$ cat config.mk
export PLATFORM = sky130hd
export DESIGN_NAME = boost_converter_pi_control_flat
export DESIGN_NICKNAME = d
export VERILOG_FILES = /design/src/rtl/bcpi_pkg.sv /design/src/rtl/bcpi_sample_if.sv /design/src/rtl/bcpi_result_if.sv /design/src/rtl/bcpi_mul.sv /design/src/rtl/bcpi_core.sv /design/src/rtl/boost_converter_pi_control.sv /design/src/flat_wrapper.sv
export SDC_FILE = /design/constraint.sdc
export NUM_CORES = 1
export LEC_CHECK = 0
export ABC_CLOCK_PERIOD_IN_PS = 18500
export BUFFER_PORTS_ARGS = -buffer_cell sky130_fd_sc_hd__buf_4
export CAP_MARGIN = 20
export CORE_UTILIZATION = 65
export CTS_CLUSTER_DIAMETER = 120
export CTS_CLUSTER_SIZE = 16
export DETAILED_ROUTE_END_ITERATION = 16
export PLACE_DENSITY_LB_ADDON = 0.15
export SLEW_MARGIN = 20
export SYNTH_ARGS = -nofsm -noshare
export SYNTH_HDL_FRONTEND = slang
export SYNTH_SLANG_ARGS = --single-unit
$ cat constraint.sdc
create_clock -name clk -period 18.5 [get_ports clk]
set_input_delay 1.85 -clock clk [delete_from_list [all_inputs] [get_ports clk]]
set_output_delay 1.85 -clock clk [all_outputs]
set_load 0.02 [all_outputs]
$ cat src/rtl/bcpi_pkg.sv
// boost converter pi control: shared types, constants and sequencer states
// no dependencies; used by every other file of the block
`default_nettype none

package bcpi_pkg;

    localparam int SAMPLE_W   = 8;
    localparam int TARGET_W   = 10;
    localparam int DUTY_W     = 8;
    localparam int MEAS_W     = 9;
    localparam int GAIN_W     = 8;
    localparam int CFG_IDX_W  = 2;
    localparam int ERR_W      = 11;
    localparam int INTEG_W    = 32;
    localparam int MUL_A_W    = 34;
    localparam int MUL_B_W    = 18;
    localparam int MUL_P_W    = MUL_A_W + MUL_B_W;
    localparam int KPE_W      = 20;
    localparam int QUOT_W     = 23;
    localparam int DRIVE_W    = 25;

    // floor(x / 3) = (x * 683) >> 11 for x below 1024
    localparam logic [MUL_B_W-1:0] RECIP_3       = MUL_B_W'(683);
    localparam int                 RECIP_3_SHIFT = 11;
    // floor(x / 1000) = (x * 2199023256) >> 41 for x up to 2^31
    localparam logic [MUL_A_W-1:0] RECIP_1000       = MUL_A_W'(64'd2199023256);
    localparam int                 RECIP_1000_SHIFT = 41;

    localparam logic [DRIVE_W-1:0] DUTY_FULL = DRIVE_W'(255);
    localparam logic [DUTY_W-1:0]  DUTY_MAX  = DUTY_W'(DUTY_FULL - 1);
    localparam logic [7:0]         COUNT_MAX = 8'd255;

    localparam logic [GAIN_W-1:0] PROP_GAIN_RST    = 8'd7;
    localparam logic [GAIN_W-1:0] INTEG_GAIN_RST   = 8'd13;
    localparam logic [GAIN_W-1:0] CHECK_PERIOD_RST = 8'd10;
    localparam logic [GAIN_W-1:0] FAULT_LIMIT_RST  = 8'd100;

    typedef enum logic [CFG_IDX_W-1:0] {
        REG_PROP_GAIN    = 2'd0,
        REG_INTEG_GAIN   = 2'd1,
        REG_CHECK_PERIOD = 2'd2,
        REG_FAULT_LIMIT  = 2'd3
    } cfg_index_t;

    typedef struct packed {
        logic [GAIN_W-1:0] prop_gain;
        logic [GAIN_W-1:0] integ_gain;
        logic [GAIN_W-1:0] check_period;
        logic [GAIN_W-1:0] fault_limit;
    } cfg_t;

    typedef struct packed {
        logic [DUTY_W-1:0] duty;
        logic              failed;
        logic [MEAS_W-1:0] measured_volts;
    } result_t;

    typedef enum logic [3:0] {
        ST_IDLE,
        ST_MEAS,
        ST_GAIN,
        ST_INTEG,
        ST_ACC,
        ST_DLO,
        ST_DHI,
        ST_OUT,
        ST_DONE
    } state_t;

endpackage

`default_nettype wire

$ cat src/rtl/bcpi_sample_if.sv
// input channel: adc sample and target voltage with valid/ready
// depends on bcpi_pkg
`default_nettype none

interface bcpi_sample_if;
    logic                          valid;
    logic                          ready;
    logic [bcpi_pkg::SAMPLE_W-1:0] adc_sample;
    logic [bcpi_pkg::TARGET_W-1:0] target_volts;

    modport source (output valid, output adc_sample, output target_volts, input ready);
    modport sink   (input valid, input adc_sample, input target_volts, output ready);
endinterface

`default_nettype wire

$ cat src/rtl/bcpi_result_if.sv
// output channel: duty, failed flag and measured voltage with valid/ready
// depends on bcpi_pkg
`default_nettype none

interface bcpi_result_if;
    logic                        valid;
    logic                        ready;
    logic [bcpi_pkg::DUTY_W-1:0] duty;
    logic                        failed;
    logic [bcpi_pkg::MEAS_W-1:0] measured_volts;

    modport source (output valid, output duty, output failed, output measured_volts,
                    input ready);
    modport sink   (input valid, input duty, input failed, input measured_volts,
                    output ready);
endinterface

`default_nettype wire

$ cat src/rtl/bcpi_mul.sv
// shared signed multiplier with registered product
// depends on bcpi_pkg
`default_nettype none

module bcpi_mul (
    input  wire logic                                 clk,
    input  wire logic signed [bcpi_pkg::MUL_A_W-1:0]  op_a,
    input  wire logic signed [bcpi_pkg::MUL_B_W-1:0]  op_b,
    output logic signed      [bcpi_pkg::MUL_P_W-1:0]  prod
);

    logic signed [bcpi_pkg::MUL_P_W-1:0] prod_reg;
    logic signed [bcpi_pkg::MUL_P_W-1:0] prod_next;

    assign prod_next = op_a * op_b;

    always_ff @(posedge clk)
    begin
        prod_reg <= prod_next;
    end

    assign prod = prod_reg;

endmodule

`default_nettype wire

$ cat src/rtl/bcpi_core.sv
// pi control sequencer: walks one item through the shared multiplier
// depends on bcpi_pkg and bcpi_mul
`default_nettype none

module bcpi_core (
    input  wire logic                              clk,
    input  wire logic                              rst_n,
    input  wire bcpi_pkg::cfg_t                    cfg,
    input  wire logic                              in_valid,
    output logic                                   in_ready,
    input  wire logic [bcpi_pkg::SAMPLE_W-1:0]     adc_sample,
    input  wire logic [bcpi_pkg::TARGET_W-1:0]     target_volts,
    output logic                                   res_valid,
    input  wire logic                              res_ready,
    output bcpi_pkg::result_t                      res
);

    localparam int AW = bcpi_pkg::MUL_A_W;
    localparam int BW = bcpi_pkg::MUL_B_W;
    localparam int EW = bcpi_pkg::ERR_W;
    localparam int IW = bcpi_pkg::INTEG_W;

    bcpi_pkg::state_t state_reg, state_next;

    logic [bcpi_pkg::SAMPLE_W-1:0] sample_reg;
    logic [bcpi_pkg::TARGET_W-1:0] target_reg;
    logic [bcpi_pkg::MEAS_W-1:0]   meas_reg;
    logic signed [EW-1:0]          err_reg;
    logic signed [IW-1:0]          integ_reg, integ_next;
    logic [7:0]                    fcount_reg, fcount_next;
    logic signed [bcpi_pkg::KPE_W-1:0] kpe_reg;
    logic [47:0]                   lo_reg;
    bcpi_pkg::result_t             res_reg, res_next;

    logic signed [AW-1:0]                   op_a;
    logic signed [BW-1:0]                   op_b;
    logic signed [bcpi_pkg::MUL_P_W-1:0]    prod;

    logic [bcpi_pkg::MEAS_W-1:0]   meas_now;
    logic signed [EW-1:0]          err_now;
    logic signed [BW-1:0]          err_ext;
    logic signed [IW+1:0]          acc_sum;
    logic signed [IW-1:0]          acc_sat;
    logic [IW-1:0]                 integ_abs;
    logic [63:0]                   quot_full;
    logic [bcpi_pkg::QUOT_W-1:0]   quot;
    logic signed [bcpi_pkg::DRIVE_W-1:0] quot_s;
    logic signed [bcpi_pkg::DRIVE_W-1:0] drive;
    logic                          clamp_hi;
    logic                          clamp_lo;
    logic [7:0]                    fcount_inc;

    bcpi_mul u_mul (
        .clk  (clk),
        .op_a (op_a),
        .op_b (op_b),
        .prod (prod)
    );

    // datapath
    assign meas_now  = prod[bcpi_pkg::RECIP_3_SHIFT +: bcpi_pkg::MEAS_W];
    assign err_now   = $signed({1'b0, target_reg}) - $signed({2'b00, meas_now});
    assign err_ext   = {{(BW-EW){err_reg[EW-1]}}, err_reg};

    assign acc_sum   = {{2{integ_reg[IW-1]}}, integ_reg} + prod[IW+1:0];
    always_comb
    begin
        if (acc_sum[IW+1:IW-1] == 3'b000 || acc_sum[IW+1:IW-1] == 3'b111)
        begin
            acc_sat = acc_sum[IW-1:0];
        end
        else if (acc_sum[IW+1])
        begin
            acc_sat = {1'b1, {(IW-1){1'b0}}};
        end
        else
        begin
            acc_sat = {1'b0, {(IW-1){1'b1}}};
        end
    end

    assign integ_abs = integ_reg[IW-1] ? (~integ_reg + 1'b1) : integ_reg;

    // high partial product shifted by 16 plus low partial product
    assign quot_full = {prod[47:0], 16'h0000} + {16'h0000, lo_reg};
    assign quot      = quot_full[bcpi_pkg::RECIP_1000_SHIFT +: bcpi_pkg::QUOT_W];
    assign quot_s    = integ_reg[IW-1] ? -$signed({2'b00, quot}) : $signed({2'b00, quot});
    assign drive     = {{(bcpi_pkg::DRIVE_W-bcpi_pkg::KPE_W){kpe_reg[bcpi_pkg::KPE_W-1]}},
                        kpe_reg} + quot_s;
    assign clamp_hi  = (drive >= $signed(bcpi_pkg::DUTY_FULL));
    assign clamp_lo  = drive[bcpi_pkg::DRIVE_W-1];
    assign fcount_inc = (fcount_reg < bcpi_pkg::COUNT_MAX) ? fcount_reg + 8'd1 : fcount_reg;

    // sequencer
    always_comb
    begin
        state_next  = state_reg;
        op_a        = '0;
        op_b        = '0;
        integ_next  = integ_reg;
        fcount_next = fcount_reg;
        res_next    = res_reg;
        case (state_reg)
            bcpi_pkg::ST_IDLE:
            begin
                if (in_valid)
                begin
                    state_next = bcpi_pkg::ST_MEAS;
                end
            end
            bcpi_pkg::ST_MEAS:
            begin
                op_a       = {{(AW-bcpi_pkg::SAMPLE_W-2){1'b0}}, sample_reg, 2'b00};
                op_b       = bcpi_pkg::RECIP_3;
                state_next = bcpi_pkg::ST_GAIN;
            end
            bcpi_pkg::ST_GAIN:
            begin
                op_a       = {{(AW-bcpi_pkg::GAIN_W){1'b0}}, cfg.integ_gain};
                op_b       = {{(BW-bcpi_pkg::GAIN_W){1'b0}}, cfg.check_period};
                state_next = bcpi_pkg::ST_INTEG;
            end
            bcpi_pkg::ST_INTEG:
            begin
                op_a       = {{(AW-17){1'b0}}, prod[15:0], 1'b0};
                op_b       = err_ext;
                state_next = bcpi_pkg::ST_ACC;
            end
            bcpi_pkg::ST_ACC:
            begin
                integ_next = acc_sat;
                op_a       = {{(AW-bcpi_pkg::GAIN_W){1'b0}}, cfg.prop_gain};
                op_b       = err_ext;
                state_next = bcpi_pkg::ST_DLO;
            end
            bcpi_pkg::ST_DLO:
            begin
                op_a       = bcpi_pkg::RECIP_1000;
                op_b       = {2'b00, integ_abs[15:0]};
                state_next = bcpi_pkg::ST_DHI;
            end
            bcpi_pkg::ST_DHI:
            begin
                op_a       = bcpi_pkg::RECIP_1000;
                op_b       = {2'b00, integ_abs[31:16]};
                state_next = bcpi_pkg::ST_OUT;
            end
            bcpi_pkg::ST_OUT:
            begin
                res_next.measured_volts = meas_reg;
                if (clamp_hi || clamp_lo)
                begin
                    fcount_next = fcount_inc;
                    if (fcount_inc >= cfg.fault_limit)
                    begin
                        res_next.failed = 1'b1;
                        res_next.duty   = '0;
                    end
                    else
                    begin
                        res_next.failed = 1'b0;
                        res_next.duty   = clamp_hi ? bcpi_pkg::DUTY_MAX : '0;
                    end
                end
                else
                begin
                    fcount_next     = '0;
                    res_next.failed = 1'b0;
                    res_next.duty   = drive[bcpi_pkg::DUTY_W-1:0];
                end
                state_next = bcpi_pkg::ST_DONE;
            end
            bcpi_pkg::ST_DONE:
            begin
                if (res_ready)
                begin
                    state_next = bcpi_pkg::ST_IDLE;
                end
            end
            default:
            begin
                state_next = bcpi_pkg::ST_IDLE;
            end
        endcase
    end

    always_ff @(posedge clk or negedge rst_n)
    begin
        if (!rst_n)
        begin
            state_reg  <= bcpi_pkg::ST_IDLE;
            integ_reg  <= '0;
            fcount_reg <= '0;
        end
        else
        begin
            state_reg  <= state_next;
            integ_reg  <= integ_next;
            fcount_reg <= fcount_next;
        end
    end

    always_ff @(posedge clk)
    begin
        if (state_reg == bcpi_pkg::ST_IDLE && in_valid)
        begin
            sample_reg <= adc_sample;
            target_reg <= target_volts;
        end
        if (state_reg == bcpi_pkg::ST_GAIN)
        begin
            meas_reg <= meas_now;
            err_reg  <= err_now;
        end
        if (state_reg == bcpi_pkg::ST_DLO)
        begin
            kpe_reg <= prod[bcpi_pkg::KPE_W-1:0];
        end
        if (state_reg == bcpi_pkg::ST_DHI)
        begin
            lo_reg <= prod[47:0];
        end
        res_reg <= res_next;
    end

    assign in_ready  = (state_reg == bcpi_pkg::ST_IDLE);
    assign res_valid = (state_reg == bcpi_pkg::ST_DONE);
    assign res       = res_reg;

endmodule

`default_nettype wire

$ cat src/rtl/boost_converter_pi_control.sv
// boost converter pi control top level: configuration registers, core, output register
// depends on bcpi_pkg, bcpi_sample_if, bcpi_result_if and bcpi_core
//
//   channel   kind          payload
//   sample    valid/ready   adc_sample[7:0], target_volts[9:0]
//   result    valid/ready   duty[7:0], failed, measured_volts[8:0]
//   cfg       write only    cfg_we, cfg_index[1:0], cfg_data[7:0]
//
// each item passes in order through six steps on the single shared multiplier, one output step,
// the handoff to the output register and the idle state that takes the next sample
// the result sits in an output register, so a new sample is taken while it waits
// rst_n clears the sequencer, integrator, fault count and loads register defaults
// a result not yet taken holds the core in its final step until the register frees
`default_nettype none

module boost_converter_pi_control (
    input  wire logic                               clk,
    input  wire logic                               rst_n,
    bcpi_sample_if.sink                             sample,
    bcpi_result_if.source                           result,
    input  wire logic                               cfg_we,
    input  wire logic [bcpi_pkg::CFG_IDX_W-1:0]     cfg_index,
    input  wire logic [bcpi_pkg::GAIN_W-1:0]        cfg_data
);

    bcpi_pkg::cfg_t    cfg_reg;
    bcpi_pkg::result_t core_res;
    bcpi_pkg::result_t out_reg;
    logic              out_valid_reg;
    logic              core_valid;
    logic              core_ready;

    always_ff @(posedge clk or negedge rst_n)
    begin
        if (!rst_n)
        begin
            cfg_reg.prop_gain    <= bcpi_pkg::PROP_GAIN_RST;
            cfg_reg.integ_gain   <= bcpi_pkg::INTEG_GAIN_RST;
            cfg_reg.check_period <= bcpi_pkg::CHECK_PERIOD_RST;
            cfg_reg.fault_limit  <= bcpi_pkg::FAULT_LIMIT_RST;
        end
        else if (cfg_we)
        begin
            case (bcpi_pkg::cfg_index_t'(cfg_index))
                bcpi_pkg::REG_PROP_GAIN:    cfg_reg.prop_gain    <= cfg_data;
                bcpi_pkg::REG_INTEG_GAIN:   cfg_reg.integ_gain   <= cfg_data;
                bcpi_pkg::REG_CHECK_PERIOD: cfg_reg.check_period <= cfg_data;
                bcpi_pkg::REG_FAULT_LIMIT:  cfg_reg.fault_limit  <= cfg_data;
                default:                    cfg_reg              <= cfg_reg;
            endcase
        end
    end

    bcpi_core u_core (
        .clk          (clk),
        .rst_n        (rst_n),
        .cfg          (cfg_reg),
        .in_valid     (sample.valid),
        .in_ready     (sample.ready),
        .adc_sample   (sample.adc_sample),
        .target_volts (sample.target_volts),
        .res_valid    (core_valid),
        .res_ready    (core_ready),
        .res          (core_res)
    );

    // output register frees when empty or being taken
    assign core_ready = !out_valid_reg || result.ready;

    always_ff @(posedge clk or negedge rst_n)
    begin
        if (!rst_n)
        begin
            out_valid_reg <= 1'b0;
        end
        else if (core_ready)
        begin
            out_valid_reg <= core_valid;
        end
    end

    always_ff @(posedge clk)
    begin
        if (core_ready && core_valid)
        begin
            out_reg <= core_res;
        end
    end

    assign result.valid          = out_valid_reg;
    assign result.duty           = out_reg.duty;
    assign result.failed         = out_reg.failed;
    assign result.measured_volts = out_reg.measured_volts;

endmodule

`default_nettype wire
$ cat src/flat_wrapper.sv
// flat-port wrapper written by rule: the top's interface ports become plain ports
module boost_converter_pi_control_flat 
  (clk, rst_n, cfg_we, cfg_index, cfg_data, sample_valid, sample_adc_sample, sample_target_volts, sample_ready, result_valid, result_duty, result_failed, result_measured_volts, result_ready);
  bcpi_sample_if sample_i ();
  bcpi_result_if result_i ();
  input  wire logic clk;
  input  wire logic rst_n;
  input  wire logic cfg_we;
  input  wire logic [bcpi_pkg::CFG_IDX_W-1:0] cfg_index;
  input  wire logic [bcpi_pkg::GAIN_W-1:0] cfg_data;
  input wire logic [$bits(sample_i.valid)-1:0] sample_valid;
  input wire logic [$bits(sample_i.adc_sample)-1:0] sample_adc_sample;
  input wire logic [$bits(sample_i.target_volts)-1:0] sample_target_volts;
  output wire logic [$bits(sample_i.ready)-1:0] sample_ready;
  output wire logic [$bits(result_i.valid)-1:0] result_valid;
  output wire logic [$bits(result_i.duty)-1:0] result_duty;
  output wire logic [$bits(result_i.failed)-1:0] result_failed;
  output wire logic [$bits(result_i.measured_volts)-1:0] result_measured_volts;
  input wire logic [$bits(result_i.ready)-1:0] result_ready;
  assign sample_i.valid = sample_valid;
  assign sample_i.adc_sample = sample_adc_sample;
  assign sample_i.target_volts = sample_target_volts;
  assign sample_ready = sample_i.ready;
  assign result_valid = result_i.valid;
  assign result_duty = result_i.duty;
  assign result_failed = result_i.failed;
  assign result_measured_volts = result_i.measured_volts;
  assign result_i.ready = result_ready;
  boost_converter_pi_control u_core (.clk(clk), .rst_n(rst_n), .sample(sample_i), .result(result_i), .cfg_we(cfg_we), .cfg_index(cfg_index), .cfg_data(cfg_data));
endmodule
==> results of run 1 <==
synth_stat cells (9+ instances only):
| library cell | instances | share of area [%] |
|---|---|---|
| a31oi_1 | 15 | 0.33 |
| dfstp_2 | 11 | 1.0 |
| xor2_1 | 60 | 1.9 |
| ha_1 | 302 | 13 |
| o41ai_1 | 12 | 0.37 |
| clkbuf_1 | 74 | 0.98 |
| mux2_2 | 34 | 1.4 |
| nand2b_1 | 38 | 0.84 |
| o31ai_1 | 19 | 0.50 |
| a21oi_1 | 166 | 2.9 |
| xnor2_1 | 93 | 2.9 |
| a22oi_1 | 20 | 0.53 |
| nor3_1 | 38 | 0.67 |
| o21a_1 | 22 | 0.58 |
| dfrtp_1 | 66 | 5.8 |
| and2_1 | 34 | 0.75 |
| or3_1 | 13 | 0.29 |
| and3_1 | 18 | 0.40 |
| fa_1 | 313 | 22 |
| dfxtp_1 | 48 | 3.4 |
| nand4_1 | 18 | 0.40 |
| nand2_1 | 302 | 4.0 |
| a21o_1 | 57 | 1.5 |
| nor2b_1 | 21 | 0.46 |
| a221oi_1 | 9 | 0.28 |
| mux2i_1 | 13 | 0.46 |
| nor2_1 | 242 | 3.2 |
| or2_2 | 22 | 0.49 |
| inv_1 | 525 | 7.0 |
| o21bai_1 | 23 | 0.61 |
| nand3_1 | 31 | 0.55 |
| o21ai_0 | 95 | 1.7 |
| edfxtp_1 | 126 | 13 |
| o211ai_1 | 11 | 0.29 |
| nor4_1 | 11 | 0.24 |
| a211oi_1 | 18 | 0.48 |
| o22ai_1 | 11 | 0.24 |
cell families after synthesis:
logic type	share of synthesized area, %
muxes	1.81
xor gates and xnor gates	4.80
adders and majority gates	35.5
and+or+nand+nor	13.3
other	0.0266
AOI/OAI and AO/OA	12.8
DFF	23.6
buffers and inverters	8.10
worst max-delay path by stage:
stage / cells after the start / startpoint / slack [ns] / to
2_1_floorplan: 33 / u_core.u_core.integ_reg[3] / 9.25 / u_core.u_core.u_mul.prod[47]
6_report: 32 / u_core.u_core.integ_reg[3] / 8.01 / u_core.u_core.u_mul.prod[42]
3_5_place_dp: 32 / u_core.u_core.integ_reg[3] / 8.33 / u_core.u_core.u_mul.prod[42]
4_1_cts: 32 / u_core.u_core.integ_reg[3] / 8.26 / u_core.u_core.u_mul.prod[42]
3_3_place_gp: 35 / u_core.u_core.integ_reg[3] / 8.55 / u_core.u_core.u_mul.prod[47]
5_1_grt: 32 / u_core.u_core.integ_reg[3] / 7.60 / u_core.u_core.u_mul.prod[42]
routing by layer:
metal / track usage, % / vias to the layer above / wire length [µm]
li1: - / 10200 / -
met1: 47.2 / 11000 / 31500
met2: 59.6 / 1045 / 37200
met3: 6.11 / 227 / 6590
met4: 14.6 / 0 / 3440
met5: 0 / - / 0
cell type report:
| cell class | count | area (µm²) |
|---|---|---|
| Clock buffer | 33 | 549 |
| Clock inverter | 3 | 41.3 |
| Fill cell | 3377 | 13000 |
| Inverter | 525 | 1970 |
| Multi-Input combinational cell | 2196 | 19400 |
| Sequential cell | 251 | 6690 |
| Tap cell | 585 | 732 |
| Timing Repair Buffer | 87 | 673 |
stage by stage:
step,cells,area (µm²),hold slack (ns),worst slack (ns),util [%]
after floorplan,3052,28300,0.400,9.25,-
after global placement,3643,29400,0.401,8.55,68.4
after detailed placement,3643,29400,0.405,8.33,68.4
after CTS,3679,30000,0.408,8.26,69.7
after global routing,3680,30000,0.413,7.60,69.8
final,3680,30000,0.403,8.01,69.8
critical path, delay by kind of cell (launching register included):
family | cells | cell delay (ns)
compound gates | 13 | 3.46
xor+xnor | 1 | 0.18
fa+ha+maj | 7 | 3.33
buf+inv | 3 | 0.17
flops | 1 | 0.46
simple gates | 8 | 2.71
==> summary.md, run 1 <==
| Metric | Value |
|---|---|
| Clk_lat worst skew | `0.55 ns` |
| Final min period | `10.49 ns` |
| Slew margin rel. | `35.2%` |
| DR vias/cell | `6.10` |
| Startpoint Class | `flip-flop` |
| Die area | `44400 µm²` |
| TritonCTS buffer count | `20` |
| Routability congestion estimate | `0.951` |
| Outcome | `complete, no violations` |
| Die Span Y | `211 µm` |
| Gr usage total | `36.0%` |
| Dpl hpwl | `62100 µm` |
| Flop-to-flop setup slack | `8.01 ns` |
| Worst stage delay on the critical path | `0.68 ns` |
| CTS tree | `done` |
| TNS Setup | `0 ns` |
| Post-synth EDFFs | `126` |
| Slew @ Worst Pin | `0.969 ns` |
| Core area | `43000 µm²` |
| RSZ-0062 raised after global routing | `no` |
| Sequential share of the synthesized area | `23.6%` |
| FF-to-FF End | `u_core.u_core.u_mul.prod[42]` |
| # DRC | `0` |
| Die W | `211 µm` |
| H-Tree Depth | `1` |
| Row count | `76` |
| Endpoint class of the critical path | `flip-flop` |
| Reg2Reg Depth | `32` |
| Worst hold path type | `reg -> reg` |
| Routed WL | `78800 µm` |
| Area of the mapped netlist | `28300 µm²` |
| Yosys cell types | `86` |
| Commonest non-fill, non-tap cells in the layout | `525 x inv_1, 313 x fa_1, 302 x nand2_1, 302 x ha_1, 242 x nor2_1` |
| Setup fix buffers added after clock tree synthesis | `0` |
| Critical R2R Launch | `u_core.u_core.integ_reg[3]` |
| CTS clock-pin slew for the worst setup and hold paths | `0.08 ns` |
| Register bit total from synthesis | `251` |
| HP Start | `u_core.u_core.res[12]` |
| Async SR Flop Fraction | `30.7%` |
| Share of cells above drive strength 1 | `6.69%` |
| Worst Path Arrival | `10.87 ns` |
| Final net count | `3729` |
| Slowest-stage cell, CP | `a2bb2oi_1` |
| Hold worst-path end | `u_core.result.duty[2]` |
| DR pass1 iterations | `6` |
| Wire per inst | `21.4 µm` |
| Max reg flops | `48` |
| Pins over their slew limit | `0` |
| Routed Antenna Nets | `0` |
| Synth Instances | `3050` |
| Hold_buf cts | `0` |
| Ys Warns | `0` |
| Fmax | `0.0953 GHz` |
| Hold path depth | `0` |
| CP most frequent cell | `fa_1` |
| Area grow syn2layout | `6.09%` |
| CTS sink count | `251` |
| Clock Tree Buf Depth | `3` |
| Crit Path Class | `reg -> reg` |
| Largest net degree at the start of global routing | `75` |
| Initial antenna violation count | `0` |
| Routed via count | `22400` |
| Number of diodes | `0` |
| Hold Vio Cnt, Final | `0` |
| Main flop type after synthesis | `edfxtp_1` |
| Grt total ovfl | `0` |
| PortBufs | `52` |
| I/O pins | `53` |
| PostCTS Resize Cnt | `0` |
| Final Skew | `0.0428 ns` |
| Vias in the first global route | `22600` |
| Max cap viols | `0` |
| Crit path max fanout | `8` |
| Final period util | `56.7%` |
| Root buffer cell | `clkbuf_16` |
| # setup viols final | `0` |
| Syn Area/Cell | `9.27 µm²` |
| Initial Util | `65.8%` |
| First-pass GRT wire length | `123000 µm` |
| DR iter-0 viols | `2424` |
| Critical Path RT | `18.89 ns` |
| Most common cell after layout, fill and taps aside | `inv_1` |
Power of run 1 is not shown: default switching activity piles up to over one toggle a cycle in this logic, so the estimate is an artifact.
==> run 2, diff against run 1 <==
--- a/config.mk
+++ b/config.mk
@@ -5,7 +5,7 @@
 export SDC_FILE = /design/constraint.sdc
 export NUM_CORES = 1
 export LEC_CHECK = 0
-export ABC_CLOCK_PERIOD_IN_PS = 18500
+export ABC_CLOCK_PERIOD_IN_PS = 10800
 export BUFFER_PORTS_ARGS = -buffer_cell sky130_fd_sc_hd__buf_4
 export CAP_MARGIN = 20
 export CORE_UTILIZATION = 65
==> constraint.sdc (replaced) <==
create_clock -name clk -period 10.8 [get_ports clk]
set_input_delay 1.08 -clock clk [delete_from_list [all_inputs] [get_ports clk]]
set_output_delay 1.08 -clock clk [all_outputs]
set_load 0.02 [all_outputs]
==> summary.md, run 2 (synthesis gave the netlist of run 1 again) <==
| Metric | Value |
|---|---|
| Startpoint Class | `flip-flop` |
| Post-DP Area | `29500 µm² (+0.42%)` |
| Routed via count | `22300 (-0.70%)` |
| Clock Tree Buf Depth | `3 (unchanged)` |
| WP buf/inv | `4 (+1)` |
| Worst hold path type | `in -> async` |
| Pins over their slew limit | `0 (unchanged)` |
| TritonCTS buffer count | `19 (-5.0%)` |
| Slew @ Worst Pin | `1.04 ns (+0.0744 ns)` |
| Final min period | `9.98 ns (-0.513 ns)` |
| Most common cell after layout, fill and taps aside | `inv_1` |
| Crit path depth | `33 (+3.1%)` |
| Slew margin rel. | `30.5% (-4.7 points)` |
| Wire per inst | `20.8 µm (-2.7%)` |
| # setup viols final | `0 (unchanged)` |
| TNS Setup | `0 ns (unchanged)` |
| Slowest-stage cell, CP | `fa_1` |
| PortBufs | `52 (unchanged)` |
| Largest net degree at the start of global routing | `74 (-1.3%)` |
| I/O pins | `53 (unchanged)` |
| Delay-heaviest family, CP | `adder cells` |
| Final period util | `92.4% (+36 points)` |
| Die W | `211 µm (unchanged)` |
| Worst stage delay on the critical path | `0.54 ns (-0.14 ns)` |
| CTS clock-pin slew for the worst setup and hold paths | `0.07 ns (about the same)` |
| CP most frequent cell | `fa_1` |
| Root buffer cell | `clkbuf_16` |
| Routed WL | `77000 µm (-2.2%)` |
| Hold Vio Cnt, Final | `0 (unchanged)` |
| Critical Path End | `u_core.u_core.u_mul.prod[42]` |
| Row count | `76 (unchanged)` |
| Gr usage total | `35.2% (-0.86 points)` |
| Final net count | `3743 (+0.38%)` |
| Setup crit start | `u_core.u_core.integ_reg[3]` |
| Crit path max fanout | `15 (+7)` |
| Area grow syn2layout | `6.26%` |
| Endpoint class of the critical path | `flip-flop` |
| Finished layout cell area | `30100 µm² (+0.17%)` |
| Max reg flops | `48 (unchanged)` |
| Die Span Y | `211 µm (unchanged)` |
| Initial Util | `65.8% (unchanged)` |
| Hold_buf cts | `0 (unchanged)` |
| DR iter-0 viols | `2048 (-16%)` |
| Routability congestion estimate | `0.988 (+3.9%)` |
| Fmax | `0.100 GHz (+5.1%)` |
| H-Tree Depth | `1 (unchanged)` |
| Dpl hpwl | `61800 µm (-0.54%)` |
| PostCTS Resize Cnt | `0 (unchanged)` |
| Commonest non-fill, non-tap cells in the layout | `525 x inv_1, 313 x fa_1, 302 x nand2_1, 302 x ha_1, 242 x nor2_1` |
| FF-to-FF End | `u_core.u_core.u_mul.prod[42]` |
| Initial antenna violation count | `3 (+3)` |
| Core area | `43000 µm² (unchanged)` |
| Critical R2R Launch | `u_core.u_core.integ_reg[3]` |
| Grt total ovfl | `0 (unchanged)` |
| Share of cells above drive strength 1 | `7.05% (+0.36 points)` |
| Reg2Reg Depth | `33 (+3.1%)` |
| Max cap viols | `0 (unchanged)` |
| Vias in the first global route | `22300 (-1.4%)` |
| Critical Path RT | `11.17 ns (-7.72 ns)` |
| Routed Antenna Nets | `0 (unchanged)` |
| Outcome | `complete, no violations` |
| First-pass GRT wire length | `120000 µm (-2.3%)` |
| CTS sink count | `251 (unchanged)` |
| # DRC | `0 (unchanged)` |
| Final Skew | `0.0325 ns (-0.0102 ns)` |
| CTS tree | `done` |
| Setup fix buffers added after clock tree synthesis | `0 (unchanged)` |
| Clk_lat worst skew | `0.53 ns (-0.02 ns)` |
| Crit Path Class | `reg -> reg` |
| DR vias/cell | `6.03 (-1.1%)` |
| RSZ-0062 raised after global routing | `no` |
| DR pass1 iterations | `5 (-1)` |
| Die area | `44400 µm² (unchanged)` |
| Worst Path Arrival | `10.35 ns (-0.52 ns)` |
| Flop-to-flop setup slack | `0.82 ns (-7.19 ns)` |
run 2: layout make-up:
cell class / count / area [µm²]
clock inverters: 2 / 15.0
clock buffers: 32 / 524
fillers: 3420 / 12900
well taps: 585 / 732
inverters: 525 / 1970
multi-input cells: 2196 / 19400
flip-flops and latches: 251 / 6690
repair buffers: 102 / 768
diodes: 3 / 7.51
run 2: layer usage:
layer  global-route usage (%)  share of wire (%)  up-vias
met5                        0                  0        -
met4                     12.4                3.8        0
met3                     7.29                9.5      188
met2                     57.4                 47      996
met1                     46.6                 40    10900
li1                         -                  -    10200
run 2: through the flow:
| stage | worst slack (ns) | hold WS (ns) | util, % | instances |
|---|---|---|---|---|
| 6_report | 0.824 | 0.349 | 69.9 | 3696 |
| 5_1_grt | 0.132 | 0.338 | 69.9 | 3693 |
| 4_1_cts | 0.886 | 0.330 | 69.9 | 3693 |
| 3_5_place_dp | 0.964 | 0.405 | 68.7 | 3659 |
| 3_3_place_gp | 1.13 | 0.401 | 68.6 | 3656 |
| 2_1_floorplan | 1.55 | 0.400 | - | 3052 |
run 2: worst min-delay path by stage:
stage	start	to	slack, ns	cells after the start
finish	rst_n	u_core.u_core.integ_reg[20]	0.35	1
global route	rst_n	u_core.u_core.integ_reg[20]	0.34	1
CTS	rst_n	u_core.u_core.integ_reg[20]	0.33	1
detailed placement	u_core.u_core.res[14]	u_core.result.duty[4]	0.40	0
global placement	u_core.u_core.res[14]	u_core.result.duty[4]	0.40	0
floorplan	u_core.u_core.res[10]	u_core.result.duty[0]	0.40	0
run 2: worst register-to-register path, delay by kind of cell, from the launching register on:
kind | cells | cell delay, ns
buffers and inverters | 4 | 0.38
flip-flops | 1 | 0.46
AND/OR/NAND/NOR | 8 | 2.47
adder cells (fa/ha/maj) | 7 | 3.44
AO/OA/AOI/OAI | 13 | 2.94
XOR/XNOR | 1 | 0.13
Power of run 2 is left out for the same reason.
